==> config.mk <==
export PLATFORM = sky130hd
export DESIGN_NAME = scm_horner_step
export DESIGN_NICKNAME = d
export VERILOG_FILES = /design/src/hdl/scm_pkg.sv /design/src/hdl/scm_horner_step.sv
export SDC_FILE = /design/constraint.sdc
export NUM_CORES = 2
export LEC_CHECK = 0
export ABC_AREA = 1
export ABC_CLOCK_PERIOD_IN_PS = 27500
export BUFFER_PORTS_ARGS = -buffer_cell sky130_fd_sc_hd__buf_2
export CAP_MARGIN = 40
export CORE_MARGIN = 2
export CORE_UTILIZATION = 30
export CTS_BUF_LIST = sky130_fd_sc_hd__clkbuf_4 sky130_fd_sc_hd__clkbuf_8
export DETAILED_ROUTE_END_ITERATION = 10
export SKIP_CTS_REPAIR_TIMING = 1
export SLEW_MARGIN = 40
export SYNTH_ARGS = -nofsm -noshare
export SYNTH_HDL_FRONTEND = slang
export SYNTH_SLANG_ARGS = --single-unit
==> constraint.sdc <==
create_clock -name aclk -period 27.5 [get_ports aclk]
set_input_delay 1.375 -clock aclk [delete_from_list [all_inputs] [get_ports aclk]]
set_output_delay 1.375 -clock aclk [all_outputs]
set_load 0.02 [all_outputs]
==> src/hdl/scm_pkg.sv <==
`default_nettype none
// ---------------------------------------------------------------------------
// scm_pkg
// Shared widths, fixed-point constants and polynomial coefficients for the
// minimax sine/cosine pipeline.
// ---------------------------------------------------------------------------
package scm_pkg;

    // Default output fraction bits (Q1.F result format)
    localparam int OUT_FRAC_BITS_DEF = 16;

    // Datapath widths
    localparam int ANGLE_W = 32;  // Q8.24 angle
    localparam int P_W     = 63;  // angle times 1/(2*pi), Q.56 quotient
    localparam int Q_W     = 7;   // signed turn count
    localparam int QM_W    = 6;   // turn count magnitude
    localparam int Y_W     = 36;  // reduced angle, Q.32
    localparam int Y30_W   = 32;  // folded angle, Q.30
    localparam int Y2_W    = 32;  // squared angle, Q.30, never negative
    localparam int ACC_W   = 34;  // Horner accumulator, Q.32
    localparam int V_W     = 35;  // final sine/cosine before rounding, Q.32
    localparam int Q_SHIFT = 30;  // product scaling in Q.30 multiplies
    localparam int Q_POS   = 56;  // binary point of the quotient product
    localparam int N_COEF  = 6;   // coefficients per polynomial

    typedef logic signed [ACC_W-1:0] coef_t;

    // Fixed-point constants
    localparam logic signed [30:0]      INV2PI_Q32 = 31'sd683565276;
    localparam logic signed [Y_W-1:0]   TWOPI_Q32  = 36'sd26986075409;
    localparam logic signed [Y_W-1:0]   PI_Q32     = 36'sd13493037705;
    localparam logic signed [Y_W-1:0]   HALFPI_Q32 = 36'sd6746518852;
    localparam logic [P_W-1:0]          Q_RND      = P_W'(1) << (Q_POS - 1);

    // Odd sine polynomial, highest order first, Q.32
    localparam coef_t SIN_COEF [0:N_COEF-1] = '{
        -34'sd103, 34'sd11822, -34'sd852159, 34'sd35791384,
        -34'sd715827897, 34'sd4294967296
    };

    // Even cosine polynomial, highest order first, Q.32
    localparam coef_t COS_COEF [0:N_COEF-1] = '{
        -34'sd1119, 34'sd106346, -34'sd5965013, 34'sd178956848,
        -34'sd2147483648, 34'sd4294967296
    };

endpackage
`default_nettype wire

==> src/hdl/scm_horner_step.sv <==
`default_nettype none
// ---------------------------------------------------------------------------
// scm_horner_step
// One registered Horner step: acc_out = asr(acc_in * y2, 30) + coef.
// ---------------------------------------------------------------------------
module scm_horner_step (
    input  wire logic                              aclk,
    input  wire logic                              en,
    input  wire logic signed [scm_pkg::ACC_W-1:0]  acc_in,
    input  wire logic        [scm_pkg::Y2_W-1:0]   y2_in,
    input  wire logic signed [scm_pkg::ACC_W-1:0]  coef,
    output logic signed      [scm_pkg::ACC_W-1:0]  acc_out
);

    localparam int PROD_W = scm_pkg::ACC_W + scm_pkg::Y2_W + 1;

    logic signed [PROD_W-1:0]          prod;
    logic signed [scm_pkg::ACC_W-1:0]  acc_next;
    logic signed [scm_pkg::ACC_W-1:0]  acc_reg;

    // Multiply by the squared angle, rescale to Q.32, add the next term
    always_comb begin
        prod     = acc_in * $signed({1'b0, y2_in});
        acc_next = $signed(prod[scm_pkg::Q_SHIFT +: scm_pkg::ACC_W]) + coef;
    end

    // Hold while the pipeline is stalled
    always_ff @(posedge aclk) begin
        if (en) begin
            acc_reg <= acc_next;
        end
    end

    assign acc_out = acc_reg;

endmodule
`default_nettype wire
After elaboration in Yosys (flattened, before gate mapping)
Index checks and enable logic that the tools add are counted.
- register bits: 34
- input port bits: 102
- output and inout port bits: 34
- word-level logic and storage cells: 3
- add/subtract/negate cells: 1
- $mul: 1
- operator list (operator ; count):
    34-bit by 33-bit multiplier with 64-bit output ; 1
    34-bit adder ; 1

Logic depth before layout (Yosys ltp)
- depth after elaboration: 2
- gate-level depth with buffers: 46
- depth with buffers taken out: 44

Least setup slack after synthesis
Ideal clock, no wire load.
- kind: input -> register
- start: input y2_in[1] (netlist bit)
- end: register acc_reg (netlist bit acc_out[33]) (data pin)
- library setup time: 0.252 ns
- arrival: 9.404 ns
- required time: 27.248 ns
- setup slack: 17.844 ns
- stages: 40
- path buffers: 2
- cell sequence: buf_2 > clkbuf_1 > nand2_1 > inv_1 > fa_1 > inv_1 > fa_1 > inv_1 > fa_1 > inv_1 > fa_1 > inv_1 > fa_1 > fa_1 > inv_1 > fa_1 > inv_1 > fa_1 > (+4 left out) > nor2_1 > inv_1 > nor4_1 > nand3_1 > nand3_1 > nand2_1 > ha_1 > inv_1 > nor3_1 > nand2_1 > nor2_1 > nand4_1 > nand3_1 > inv_1 > nand2_1 > nand2_1 > nand2_1 > nand2_1
- longest elaborated chain between the ends: 2
- ends and longest elaborated chain (what ; RTL line ; source):
    from (decl) ; scm_horner_step.sv:10 ; input wire logic [scm_pkg::Y2_W-1:0] y2_in,
    34-bit by 33-bit multiplier with 64-bit output ; scm_horner_step.sv:23 ; prod = acc_in * $signed({1'b0, y2_in});
    34-bit adder ; scm_horner_step.sv:24 ; acc_next = $signed(prod[scm_pkg::Q_SHIFT +: scm_pkg::ACC_W]) + coef;
    net acc_next (one bit) ; scm_horner_step.sv:18 ; logic signed [scm_pkg::ACC_W-1:0] acc_next;
    to (signal assigned) ; scm_horner_step.sv:30 ; acc_reg <= acc_next;
    to (decl) ; scm_horner_step.sv:19 ; logic signed [scm_pkg::ACC_W-1:0] acc_reg;
The timed path passes the listed nets, and every way through them passes these cells.
A chain may end at the register's enable or synchronous reset.

Final worst setup path
- start: input y2_in[0] (netlist bit)
- end: register acc_reg (netlist bit acc_out[30]) (data pin)
Same word-level chain as after synthesis.

==> results.sh <==
export IMPL_fin_crit_ns=10.93
export IMPL_ys_warn_count=0
export IMPL_routedWlPerCell_microns=16.7
export IMPL_place_hpwl_microns=104000
export IMPL_cp_slowest_stage_delay_ns=1.01
export IMPL_run_status="complete, no violations"
export IMPL_synth_seq_cells=34
export IMPL_slew_headroom_pct=40.2
export IMPL_clock_path_buffers=2
export IMPL_endpoint_kind="flop"
export IMPL_multi_input_area_sq_um=33400
export IMPL_gr_usage_all_layers_pct=17.5
export IMPL_hold_ws_ns=1.47
export IMPL_die_w_microns=381
export IMPL_cts_tree="built"
export IMPL_cts_reportedPaths_clkPinSlew_ns=0.09
export IMPL_fp_dieH_microns=381
export IMPL_drt_first_pass_iters=5
export IMPL_antenna_found_initial=14
export IMPL_synth_area_leaders="fa_1 (52%), inv_1 (17%), nand2_1 (12%)"
export IMPL_gp_congestion=0.925
export IMPL_seq_area_sq_um=1020
export IMPL_fillCellCount=15200
export IMPL_yosys_area_top_type="fa_1"
export IMPL_dpl_cell_area_sq_um=45000
export IMPL_worst_hold_path_type="input pin to flop"
export IMPL_cp_common_cell="fa_1"
export IMPL_arrival_ns=10.99
export IMPL_fin_crit_sh_pct=39.8
export IMPL_die_area_sq_um=145000
export IMPL_finalMaxSlewViolations=0
export IMPL_path_max_fanout=33
export IMPL_path_class="input pin to flop"
export IMPL_syn2layout_area_growth_pct=6.12
export IMPL_drive_gt1_share_pct=3.97
export IMPL_route_detailed_drc=0
export IMPL_pin_count=136
export IMPL_gr_total_overflow=0
export IMPL_hold_viol=0
export IMPL_vias=32700
export IMPL_grt_pass1_vias=37000
export IMPL_netlist_top_cells_count="inv_1 (1908), nand2_1 (1402), fa_1 (1112)"
export IMPL_seq_area_frac_synth_pct=2.40
export IMPL_numCtsBuffers=5
export IMPL_port_buffers=135
export IMPL_synth_top_area_share_pct=52.2
export IMPL_setup_viol=0
export IMPL_largest_register_ffs=34
export IMPL_ys_async_sr_fraction_pct=0
export IMPL_fin_nets=6897
export IMPL_final_cell_area_sq_um=45200
export IMPL_synth_edf_count=34
export IMPL_viasPerCell=4.44
export IMPL_ant_nets=0
export IMPL_syn_instance_count=5531
export IMPL_initial_core_util_pct=30.2
export IMPL_yosysMostFrequentCell="inv_1"
export IMPL_start_kind="input pin"
export IMPL_tightest_slew_ns=0.897
export IMPL_avgSynthCellArea_sq_um=7.71
export IMPL_first_iter_violations=1754
export IMPL_synth_ff_type="edfxtp_1"
export IMPL_synth_nets=6961
export IMPL_root_buffer="clkbuf_8"
export IMPL_max_freq_ghz=0.0915
export IMPL_grt_pass1_wl_microns=200000
export IMPL_required_ns=27.56
export IMPL_maxCapViolCount=0
export IMPL_setup_tns_ns=0
export IMPL_clock_sinks=34
export IMPL_finalWirelength_microns=123000
export IMPL_syn_area_sq_um=42600
export IMPL_rsz0062_at_grt="no"
export IMPL_worst_path_max_delay_cell="fa_1"
export IMPL_htreeDepth=2
export IMPL_synth_cell_types=39
export IMPL_coreArea_sq_um=141000
export IMPL_grt_start_max_net_pins=36
export IMPL_rows=138
==> metrics by stage <==
step / setup WS, ns / instances / util (%)
3_3_place_gp: 16.39 / 7345 / 31.8
4_1_cts: 16.57 / 7356 / 32.0
6_report: 16.57 / 7361 / 32.0
2_1_floorplan: 17.84 / 5531 / -
3_5_place_dp: 16.29 / 7348 / 31.9
5_1_grt: 15.93 / 7361 / 32.0
==> critical path: cells and delay by family <==
kind | cells | cell delay [ns]
AO/OA/AOI/OAI | 4 | 1.07
XOR/XNOR | 1 | 0.37
adder cells (fa/ha/maj) | 10 | 5.42
buffers and inverters | 8 | 1.39
AND/OR/NAND/NOR | 11 | 1.34
==> final cells by class <==
type | count | area share [%]
clock inverter | 2 | 0.0194
multi-input combinational | 3319 | 73.9
clock buffer | 6 | 0.169
antenna | 3 | 0.0166
timing repair buffer | 159 | 2.25
sequential | 34 | 2.26
tap | 1890 | 5.23
inverter | 1948 | 16.2
==> final timing paths <==
check,startpoint,end,depth (start not counted)
setup / recovery,y2_in[0],acc_out[30],34
hold / removal,coef[0],acc_out[0],2
==> placed cells by master (no fill, tap or decap), types with 5 or more instances in the layout <==
cell      Yosys  final
xnor2_1      24     24
nor4_1        6      6
clkbuf_8      0      5
o21a_1        7      7
o21bai_1     10     10
fa_1       1112   1111
buf_2         4    111
xor2_1       41     41
a31oi_1      14     14
o211ai_1      5      5
nor3_1       11     11
ha_1        216    216
buf_16        0      5
edfxtp_1     34     34
a21oi_1     132    132
inv_1      1908   1908
nor2_1      156    156
o21ai_1      36     36
buf_4         0     43
nand2_1    1402   1402
o21ai_0      45     45
nand4_1       9      9
a21o_1       10     10
nand3_1      58     58
inv_2        37     37
==> layer usage <==
layer	share of wire, %	up-vias	global-route usage, %
li1	-	15000	-
met1	39	16600	20.5
met2	54	826	33.3
met3	4.0	239	1.45
met4	3.6	18	5.66
met5	0.094	-	0
==> logic make-up after synthesis <==
group | Yosys count | share of synthesized area (%)
adder cells (fa/ha/maj) | 1328 | 58.6
flip-flops | 34 | 2.40
AND/OR/NAND/NOR | 1650 | 14.9
buffers and inverters | 2178 | 19.2
AO/OA/AOI/OAI | 276 | 3.63
XOR/XNOR | 65 | 1.34
Power is left out: the tool's default activity adds up to more than one toggle a clock period on the data nets, which glitch-free logic cannot reach.
